### src/design/trtc_pkg.sv
package trtc_pkg;

	localparam int unsigned BYTE_W = 8;
	localparam int unsigned TERM_W = 16;

	localparam logic [TERM_W-1:0] INIT_OFFSET = 16'd7;
	localparam logic [BYTE_W-1:0] ALPHA_MUL = 8'd17;
	localparam logic [BYTE_W-1:0] BETA_MUL = 8'd31;
	localparam logic [TERM_W:0] MODULUS = 17'd65535;

	localparam logic [TERM_W-1:0] OLDER_INIT = 16'd1;
	localparam logic [TERM_W-1:0] NEWER_INIT = 16'd1;
	localparam logic [BYTE_W-1:0] POS_INIT = 8'd0;
	localparam logic [BYTE_W-1:0] POS_AFTER_START = 8'd1;

endpackage

### src/design/trtc_fold.sv
module trtc_fold (
	input  logic [trtc_pkg::BYTE_W-1:0] data_byte,
	input  logic [trtc_pkg::BYTE_W-1:0] pos,
	input  logic [trtc_pkg::TERM_W-1:0] older,
	input  logic [trtc_pkg::TERM_W-1:0] newer,
	output logic [trtc_pkg::TERM_W-1:0] next_term
);

	logic [7:0]  alpha;
	logic [7:0]  beta;
	logic [8:0]  coef;
	logic [24:0] prod_a;
	logic [23:0] prod_m;
	logic        a_lt_m;
	logic [16:0] sum_a;
	logic [16:0] sum_m;
	logic [15:0] a_mod;
	logic [15:0] m_mod;
	logic signed [17:0] diff;
	logic signed [17:0] modulus_s;

	// The coefficients only depend on the position modulo 256.
	assign alpha = 8'(16'(pos) * 16'(trtc_pkg::ALPHA_MUL));
	assign beta  = 8'(16'(pos) * 16'(trtc_pkg::BETA_MUL));
	assign coef  = 9'(data_byte) + 9'(alpha);

	assign prod_a = 25'(coef) * 25'(newer);
	assign prod_m = 24'(beta) * 24'(older);
	assign a_lt_m = prod_a < 25'(prod_m);

	// Since 2^16 is 1 modulo 65535, the upper bits fold back onto the lower half.
	assign sum_a = 17'(prod_a[15:0]) + 17'(prod_a[24:16]);
	assign sum_m = 17'(prod_m[15:0]) + 17'(prod_m[23:16]);
	assign a_mod = (sum_a >= trtc_pkg::MODULUS) ? 16'(sum_a - trtc_pkg::MODULUS) : sum_a[15:0];
	assign m_mod = (sum_m >= trtc_pkg::MODULUS) ? 16'(sum_m - trtc_pkg::MODULUS) : sum_m[15:0];

	// A negative difference wraps through 2^64, which adds one modulo 65535.
	assign modulus_s = signed'(18'(trtc_pkg::MODULUS));
	assign diff = signed'(18'(a_mod)) - signed'(18'(m_mod)) + signed'(18'(a_lt_m));

	always_comb begin
		if (diff < 0) begin
			next_term = 16'(diff + modulus_s);
		end else if (diff >= modulus_s) begin
			next_term = 16'(diff - modulus_s);
		end else begin
			next_term = 16'(diff);
		end
	end

endmodule

### src/design/three_term_recurrence_checksum.sv
// Channel   Direction  Handshake            Beat contents
// input     in         in_valid / in_ready  data_byte, start_of_message, end_of_message
// output    out        out_valid/out_ready  checksum
//
// One byte is taken every cycle unless a final byte waits; a byte passes an input
// register and the recurrence update, and the checksum of a final byte is then
// registered at the output. The rate is set by the term update: two small
// multiplies and a mod-65535 fold between the input register and the term registers.
// Reset sets the terms to 1 and the position to 0 and empties both registers.
// A final byte waits in the input register only while an earlier checksum is
// still held at the output; other bytes never stall.
module three_term_recurrence_checksum (
	input  logic                         clk,
	input  logic                         arst_n,
	input  logic                         in_valid,
	output logic                         in_ready,
	input  logic [trtc_pkg::BYTE_W-1:0]  data_byte,
	input  logic                         start_of_message,
	input  logic                         end_of_message,
	output logic                         out_valid,
	input  logic                         out_ready,
	output logic [trtc_pkg::TERM_W-1:0]  checksum
);

	logic                        valid_s1;
	logic [trtc_pkg::BYTE_W-1:0] data_s1;
	logic                        sop_s1;
	logic                        eop_s1;

	logic [trtc_pkg::TERM_W-1:0] older_q;
	logic [trtc_pkg::TERM_W-1:0] newer_q;
	logic [trtc_pkg::BYTE_W-1:0] pos_q;

	logic                        out_valid_q;
	logic [trtc_pkg::TERM_W-1:0] checksum_q;

	logic                        advance;
	logic [trtc_pkg::TERM_W-1:0] fold_term;
	logic [trtc_pkg::TERM_W-1:0] next_newer;

	trtc_fold u_fold (
		.data_byte (data_s1),
		.pos       (pos_q),
		.older     (older_q),
		.newer     (newer_q),
		.next_term (fold_term)
	);

	assign advance    = valid_s1 && (!eop_s1 || !out_valid_q || out_ready);
	assign in_ready   = !valid_s1 || advance;
	assign next_newer = sop_s1 ? (16'(data_s1) + trtc_pkg::INIT_OFFSET) : fold_term;

	always_ff @(posedge clk or negedge arst_n) begin
		if (!arst_n) begin
			valid_s1 <= 1'b0;
		end else if (in_valid && in_ready) begin
			valid_s1 <= 1'b1;
		end else if (advance) begin
			valid_s1 <= 1'b0;
		end
	end

	always_ff @(posedge clk) begin
		if (in_valid && in_ready) begin
			data_s1 <= data_byte;
			sop_s1  <= start_of_message;
			eop_s1  <= end_of_message;
		end
	end

	always_ff @(posedge clk or negedge arst_n) begin
		if (!arst_n) begin
			older_q <= trtc_pkg::OLDER_INIT;
			newer_q <= trtc_pkg::NEWER_INIT;
			pos_q   <= trtc_pkg::POS_INIT;
		end else if (advance) begin
			older_q <= sop_s1 ? trtc_pkg::OLDER_INIT : newer_q;
			newer_q <= next_newer;
			pos_q   <= sop_s1 ? trtc_pkg::POS_AFTER_START : pos_q + 8'd1;
		end
	end

	always_ff @(posedge clk or negedge arst_n) begin
		if (!arst_n) begin
			out_valid_q <= 1'b0;
		end else if (advance && eop_s1) begin
			out_valid_q <= 1'b1;
		end else if (out_ready) begin
			out_valid_q <= 1'b0;
		end
	end

	always_ff @(posedge clk) begin
		if (advance && eop_s1) begin
			checksum_q <= next_newer;
		end
	end

	assign out_valid = out_valid_q;
	assign checksum  = checksum_q;

	a_mid_bytes_flow: assert property (@(posedge clk) disable iff (!arst_n)
		valid_s1 && !eop_s1 |-> in_ready)
		else $error("a byte that is not final stalled");

	a_start_resets_terms: assert property (@(posedge clk) disable iff (!arst_n)
		advance && sop_s1 |=> older_q == trtc_pkg::OLDER_INIT &&
			pos_q == trtc_pkg::POS_AFTER_START)
		else $error("start byte did not reinitialize the terms");

	a_checksum_in_range: assert property (@(posedge clk) disable iff (!arst_n)
		out_valid_q |-> checksum_q != 16'hFFFF)
		else $error("checksum outside the residue range");

	a_shift_terms: assert property (@(posedge clk) disable iff (!arst_n)
		advance && !sop_s1 |=> older_q == $past(newer_q))
		else $error("terms did not shift along");

	a_final_beat_shown: assert property (@(posedge clk) disable iff (!arst_n)
		advance && eop_s1 |=> out_valid_q && checksum_q == $past(next_newer))
		else $error("final byte did not produce its checksum");

endmodule

### config.mk
export PLATFORM = sky130hd
export DESIGN_NAME = three_term_recurrence_checksum
export DESIGN_NICKNAME = d
export VERILOG_FILES = /design/src/design/trtc_pkg.sv /design/src/design/trtc_fold.sv /design/src/design/three_term_recurrence_checksum.sv
export SDC_FILE = /design/constraint.sdc
export NUM_CORES = 1
export LEC_CHECK = 0
export BUFFER_PORTS_ARGS = -buffer_cell sky130_fd_sc_hd__buf_4
export CORE_MARGIN = 5
export CORE_UTILIZATION = 47
export DETAILED_ROUTE_END_ITERATION = 8
export PLACE_DENSITY = 0.67
export SETUP_SLACK_MARGIN = 0.15
export SKIP_CTS_REPAIR_TIMING = 1
export SLEW_MARGIN = 5
export SYNTH_ARGS = -nofsm -noshare
export SYNTH_HDL_FRONTEND = slang
export SYNTH_SLANG_ARGS = --single-unit
export TNS_END_PERCENT = 1
### constraint.sdc
create_clock -name clk -period 13.1 [get_ports clk]
set_clock_uncertainty 0.1 [all_clocks]
set_input_delay 1.965 -clock clk [delete_from_list [all_inputs] [get_ports clk]]
set_output_delay 1.965 -clock clk [all_outputs]
set_load 0.02 [all_outputs]
==> run metrics, run 1 <==
run status finished with violations; failing checks negative setup slack; startpoint types flop; worst-skew pair later-pin latency 360 ps; Final Net Count 2491; Hold Path Stages 2; site row count 68; fin worst setup slack -16.04 ps; post-synthesis mux area share 1.143%; post-synthesis compound-gate area fraction 14.47%; Vias 14.12k; total core area 34370 um2; Ys Warns 0; dpl cell area 18390 um2; number of global-route vias before repair 14.53k; global-route wire length before repair 73240 um; Wirelength per Cell 17.73 um; share of the synthesized area in the top cell type 24.17%; CTS Buffer Depth 2; Slew @ Worst Pin 1075 ps; CTS tree built; Area contributors post-synth fa_1 24%, ha_1 13%, inv_1 6.3%, dfrtp_1 6.1%, nand2_1 5.8%; delay-heaviest family, CP adder cells; largest family of logic cells by synthesized area adder cells; R2R cell count 55; DRT iter0 DRCs 691; final worst path period need 13120 ps; chip width 196.3 um; setup TNS -16.04 ps; number of synthesized register bits 68; maxcap violations 0; CP required 13080 ps; critical path capture point type flop; Initial Util 47.47%; TritonCTS Buffers 9; Diodes inserted 0; Slew HR 28.06%; Reg area 1841 um2; delay of the slowest critical-path stage 580 ps; Post-Synth XOR/XNOR Area 6.871%; largest net degree at the start of global routing 59; Top Ports 32; RSZ-0062 raised after global routing true; Main synth FF type dfrtp_1; global-route met1 utilization 30.32%; final instance area 19180 um2; Post-Syn Area per Cell 8.459 um2; ratio of cells with drive above 1 in the final layout 17.91%; Final Core Density 55.79%; HP Class flop to flop; Sink Count 68; Synth Area in Simple Gates 20.72%; Unique masters post-synth 104; Multi-input gate area 13690 um2; ys async rst share 61.76%; WL final 45470 um; dpl hpwl 37120 um; Syn Inst Count 1929; fraction of the cycle the final worst path needs 100.1%; Final Hold Viols 0; DR DRC count 0; synthesized cell area 16320 um2; FILL cells 3216; Critical Path AT 13100 ps; most common cell after layout, fill and taps aside inv_1; clk slew on worst S/H paths 80 ps; Slew Viols, Final 0; GR Util All Layers 23.39%; worst hold slack 471.7 ps; I/O Buffers 31; syn nets 2315; grt ovf 0; grt met3 use 4.019%; htree depth 3; initial antenna violation count 0; Chip Height 196.3 um; die area 38540 um2; Yosys top cell by area fa_1; sequential area share after synthesis 11.24%; DR vias/cell 5.504; Synth Area in Adders 37.65%; # setup viols final 1; CP bufs+invs 7; GPL Wtd Cong 0.9110; most frequent cells in the layout 274 x inv_1, 250 x nand2_1, 225 x buf_4, 195 x fa_1, 170 x ha_1; global routing usage on met2 40.45%; clock root buffer clkbuf_16; busiest grt layer met2; Post-synth EDFFs 26; Final ANT Viol Nets 0; Worst path depth 55; CP Class flop to flop; Slowest cell on crit path or4_4; first-pass iteration count of the detailed router 5; Crit Path Max Fanout 6; area grow syn2layout 17.54%; Max Freq 76.24 MHz
==> stage by stage <==
step | cells | setup slack (ps)
3_5_place_dp | 2540 | -326.0
6_report | 2565 | -16.04
3_3_place_gp | 2540 | -91.79
2_1_floorplan | 1929 | 169.3
4_1_cts | 2556 | -377.8
5_1_grt | 2565 | -522.1
==> metal layers <==
layer / vias up / wire length, um / part of all wire [%]
li1: 6722 / - / -
met1: 6961 / 19500 / 43
met2: 369 / 22400 / 49
met3: 67 / 2367 / 5.2
met4: 0 / 1199 / 2.6
met5: - / 0 / 0
==> path summary, 6_finish.rpt <==
check	from	end	slack [ps]
min	older_q[0]	older_q[0]	470
max reg2reg	pos_q[3]	checksum[8]	-20
max	pos_q[3]	checksum[8]	-20
min reg2reg	older_q[0]	older_q[0]	470
min in group asynchronous	arst_n	pos_q[5]	1510
max in group asynchronous	arst_n	pos_q[1]	10950
==> kinds of logic (layout without fill, tap and decap cells) <==
family | Yosys count | after routing
adders and majority gates | 373 | 373
and+or+nand+nor | 665 | 665
DFF | 68 | 68
xor gates and xnor gates | 128 | 128
AOI/OAI and AO/OA | 341 | 341
muxes | 17 | 17
buffers and inverters | 337 | 518
==> cell type report <==
type,count,area share [%]
clock inverter,7,0.5154
sequential,68,9.597
timing repair buffer,228,8.984
inverter,274,5.363
tap,455,2.968
clock buffer,9,1.174
multi-input combinational,1524,71.40
==> sequential cells by signal (all words and copies together) (netlist names) <==
name / count
checksum: 16
data_s1: 8
eop_s1: 1
newer_q: 16
older_q: 16
out_valid: 1
pos_q: 8
sop_s1: 1
valid_s1: 1
==> synth_stat cells, types with 11 or more instances <==
cell type    n
and2_1     135
o21a_1      17
inv_1      274
xor2_1      35
nand2_1    252
o31ai_1     12
a21o_1      29
edfxtp_1    26
o21ai_0     66
o21ai_1     11
and3_1      12
nand4_1     11
clkbuf_1    54
ha_1       175
nor2_1      84
nor3_1      32
xnor2_1     93
fa_1       197
a21oi_1     82
nand2b_1    19
nor2b_1     30
dfrtp_1     40
o21bai_1    18
nand3_1     27
==> worst register-to-register path, delay by kind of cell (launching register included) <==
family	cells	cell delay [ps]
simple gates	12	2690
compound gates	19	3300
buf+inv	7	690
xor+xnor	5	870
fa+ha+maj	12	4740
flops	1	440
Power of run 1 is not shown: default switching activity piles up to over one toggle a cycle in this logic, so the estimate is an artifact.
==> run 2, diff against run 1 <==
--- a/config.mk
+++ b/config.mk
@@ -15,5 +15,6 @@
 export SLEW_MARGIN = 5
 export SYNTH_ARGS = -nofsm -noshare
 export SYNTH_HDL_FRONTEND = slang
+export SYNTH_HIERARCHICAL = 1
 export SYNTH_SLANG_ARGS = --single-unit
 export TNS_END_PERCENT = 1
==> run 2 against run 1 <==
Against the previous run: sequential share of layout area is 0.25 points lower; area after synthesis shrank 0.37%; worst setup slack worse by 810 ps; synthesized cell count down 2.1%; via count up 1.9%; cell count is 2.3% higher; first-iteration DRC count grew 15%; hold slack got worse by 55 ps; register-to-register slack lost 810 ps; design area is 2.6% higher; flip-flop and latch count stayed put; core utilization grew 1.5 points; the run still ends with negative setup slack left.
==> run metrics, run 2 <==
first-pass iteration count of the detailed router 5 (unchanged); GR Util All Layers 23.40% (was 23.39%); final worst path period need 13930 ps (was 13120 ps); synthesized cell area 16260 um2 (was 16320 um2); Wirelength per Cell 17.39 um (was 17.73 um); DRT iter0 DRCs 793 (was 691); HP Class flop to flop (unchanged); Max Freq 71.78 MHz (was 76.24 MHz); Unique masters post-synth 96 (was 104); startpoint types flop (unchanged); Top cell by count, worst path fa_1; Initial Util 47.30% (was 47.47%); Final Net Count 2547 (was 2491); clk slew on worst S/H paths 60 ps (was 80 ps); die area 38410 um2 (was 38540 um2); # setup viols final 32 (was 1); share of the synthesized area in the top cell type 24.26% (was 24.17%); CP required 13230 ps (was 13080 ps); critical path capture point type flop (unchanged); most common cell after layout, fill and taps aside buf_4 (was inv_1); Slowest cell on crit path or4b_4 (was or4_4); Vias 14.39k (was 14.12k); Post-synth EDFFs 26 (unchanged); CTS Buffer Depth 2 (unchanged); Final ANT Viol Nets 0 (unchanged); most frequent cells in the layout 317 x buf_4, 266 x inv_1, 230 x nand2_1, 196 x fa_1, 168 x ha_1 (was 274 x inv_1, 250 x nand2_1, 225 x buf_4, 195 x fa_1, 170 x ha_1); sequential area share after synthesis 11.28% (was 11.24%); RSZ-0062 raised after global routing true (unchanged); Sink Count 68 (unchanged); synth cell count leaders 266 x inv_1, 230 x nand2_1, 197 x fa_1 (was 274 x inv_1, 252 x nand2_1, 197 x fa_1); Ys Warns 6 (was 0); total core area 34370 um2 (unchanged); syn nets 2271 (was 2315); fraction of the cycle the final worst path needs 106.3% (was 100.1%); Final Hold Viols 0 (unchanged); Syn Inst Count 1888 (was 1929); I/O Buffers 31 (unchanged); clock root buffer clkbuf_16 (unchanged); maxcap violations 0 (unchanged); initial antenna violation count 0 (unchanged); Post-Syn Area per Cell 8.611 um2 (was 8.459 um2); Main synth FF type dfrtp_1 (unchanged); FILL cells 3119 (was 3216); Critical Path AT 14060 ps (was 13100 ps); CP Class flop to flop (unchanged); Yosys top cell by area fa_1 (unchanged); Slew Viols, Final 0 (unchanged); DR vias/cell 5.482 (was 5.504); top-count cell post-synth inv_1 (unchanged); dpl hpwl 37780 um (was 37120 um); htree depth 3 (unchanged); ys async rst share 61.76% (unchanged); Top Ports 32 (unchanged); CP bufs+invs 3 (was 7); delay-heaviest family, CP adder cells (unchanged); R2R Setup Slk -830 ps (was -20 ps); delay of the slowest critical-path stage 600 ps (was 580 ps); GPL Wtd Cong 0.8827 (was 0.9110); DR DRC count 0 (unchanged); ratio of cells with drive above 1 in the final layout 20.70% (was 17.91%); number of global-route vias before repair 14.85k (was 14.53k); largest net degree at the start of global routing 43 (was 59); WL final 45630 um (was 45470 um); TritonCTS Buffers 9 (unchanged); global-route wire length before repair 73710 um (was 73240 um); run status finished with violations (unchanged); grt ovf 0 (unchanged); site row count 68 (unchanged); failing checks negative setup slack (unchanged); area grow syn2layout 21.10% (was 17.54%); CTS tree built (unchanged); Crit Path Max Fanout 8 (was 6); fin worst setup slack -831.0 ps (was -16.04 ps); Diodes inserted 0 (unchanged); Chip Height 196.0 um (was 196.3 um); chip width 196.0 um (was 196.3 um); Slew @ Worst Pin 1201 ps (was 1075 ps); number of synthesized register bits 68 (unchanged); worst-skew pair later-pin latency 350 ps (was 360 ps); setup TNS -20370 ps (was -16.04 ps); Slew HR 19.93% (was 28.06%); Area contributors post-synth fa_1 24%, ha_1 13%, dfrtp_1 6.2%, inv_1 6.1%, nand2_1 5.3% (was fa_1 24%, ha_1 13%, inv_1 6.3%, dfrtp_1 6.1%, nand2_1 5.8%)
==> run 2: changes by cell type in the layout (fill, tap and decap cells not counted), moves of 10 or more <==
cell      before  now
a21oi_2       16    5
xor2_1        33   48
nand2_1      250  230
nand3b_1       5   19
o21ai_1       16    6
o21ai_0       59   40
buf_4        225  317
mux2_4         1   14
==> run 2: final timing paths <==
check,startpoint,endpoint,depth (start not counted)
hold reg to reg,out_valid,out_valid,1
setup reg to reg,pos_q[1],newer_q[15],51
min in group asynchronous,arst_n,pos_q[5],1
max in group asynchronous,arst_n,pos_q[2],1
hold / removal,out_valid,out_valid,1
setup / recovery,pos_q[1],newer_q[15],51
==> run 2: area by class of cell <==
| class | count | area [um2] | area share (%) |
|---|---|---|---|
| clock buffers | 9 | 225.2 | 1.144 |
| clock inverters | 7 | 98.84 | 0.5021 |
| inverters | 266 | 998.5 | 5.072 |
| multi-input cells | 1499 | 13530 | 68.74 |
| flip-flops and latches | 68 | 1841 | 9.349 |
| well taps | 455 | 569.3 | 2.892 |
| repair buffers | 320 | 2422 | 12.30 |
==> run 2: cell families (layout without fill, tap and decap cells) <==
kind of cell	Yosys count	count (layout)	share of synthesized area [%]
AND/OR/NAND/NOR	687	687	21.89
adder cells (fa/ha/maj)	372	372	37.68
buffers and inverters	321	602	7.712
AO/OA/AOI/OAI	283	283	12.05
XOR/XNOR	135	135	7.589
flip-flops	68	68	11.28
multiplexers	22	22	1.793
==> run 2: worst register-to-register path, delay by kind of cell, from the launching register on <==
kind                     cells  cell delay, ps
AND/OR/NAND/NOR             14            3400
XOR/XNOR                     3             720
multiplexers                 2             510
AO/OA/AOI/OAI               17            3490
adder cells (fa/ha/maj)     12            4970
flip-flops                   1             420
buffers and inverters        3             190
==> run 2: layer usage <==
metal  track usage (%)  share of wire [%]  wire [um]  up-vias
li1                  -                  -          -     6801
met1             29.99                 42      19270     7129
met2             41.54                 51      23060      375
met3             3.572                4.8       2204       80
met4             5.818                2.4       1098        0
met5                 0                  0          0        -
==> run 2: metrics by stage <==
step           cells  hold WS (ps)  utilization [%]  instance area (um2)  setup slack [ps]
2_1_floorplan   1888         364.6                -                16450            -299.2
3_3_place_gp    2607         381.8            55.70                19150            -680.6
3_5_place_dp    2607         399.7            55.70                19150            -902.8
4_1_cts         2623         413.9            56.65                19470            -984.9
5_1_grt         2624         446.0            57.27                19690             -1471
6_report        2624         416.3            57.27                19690            -831.0
Power of run 2 is left out for the same reason.
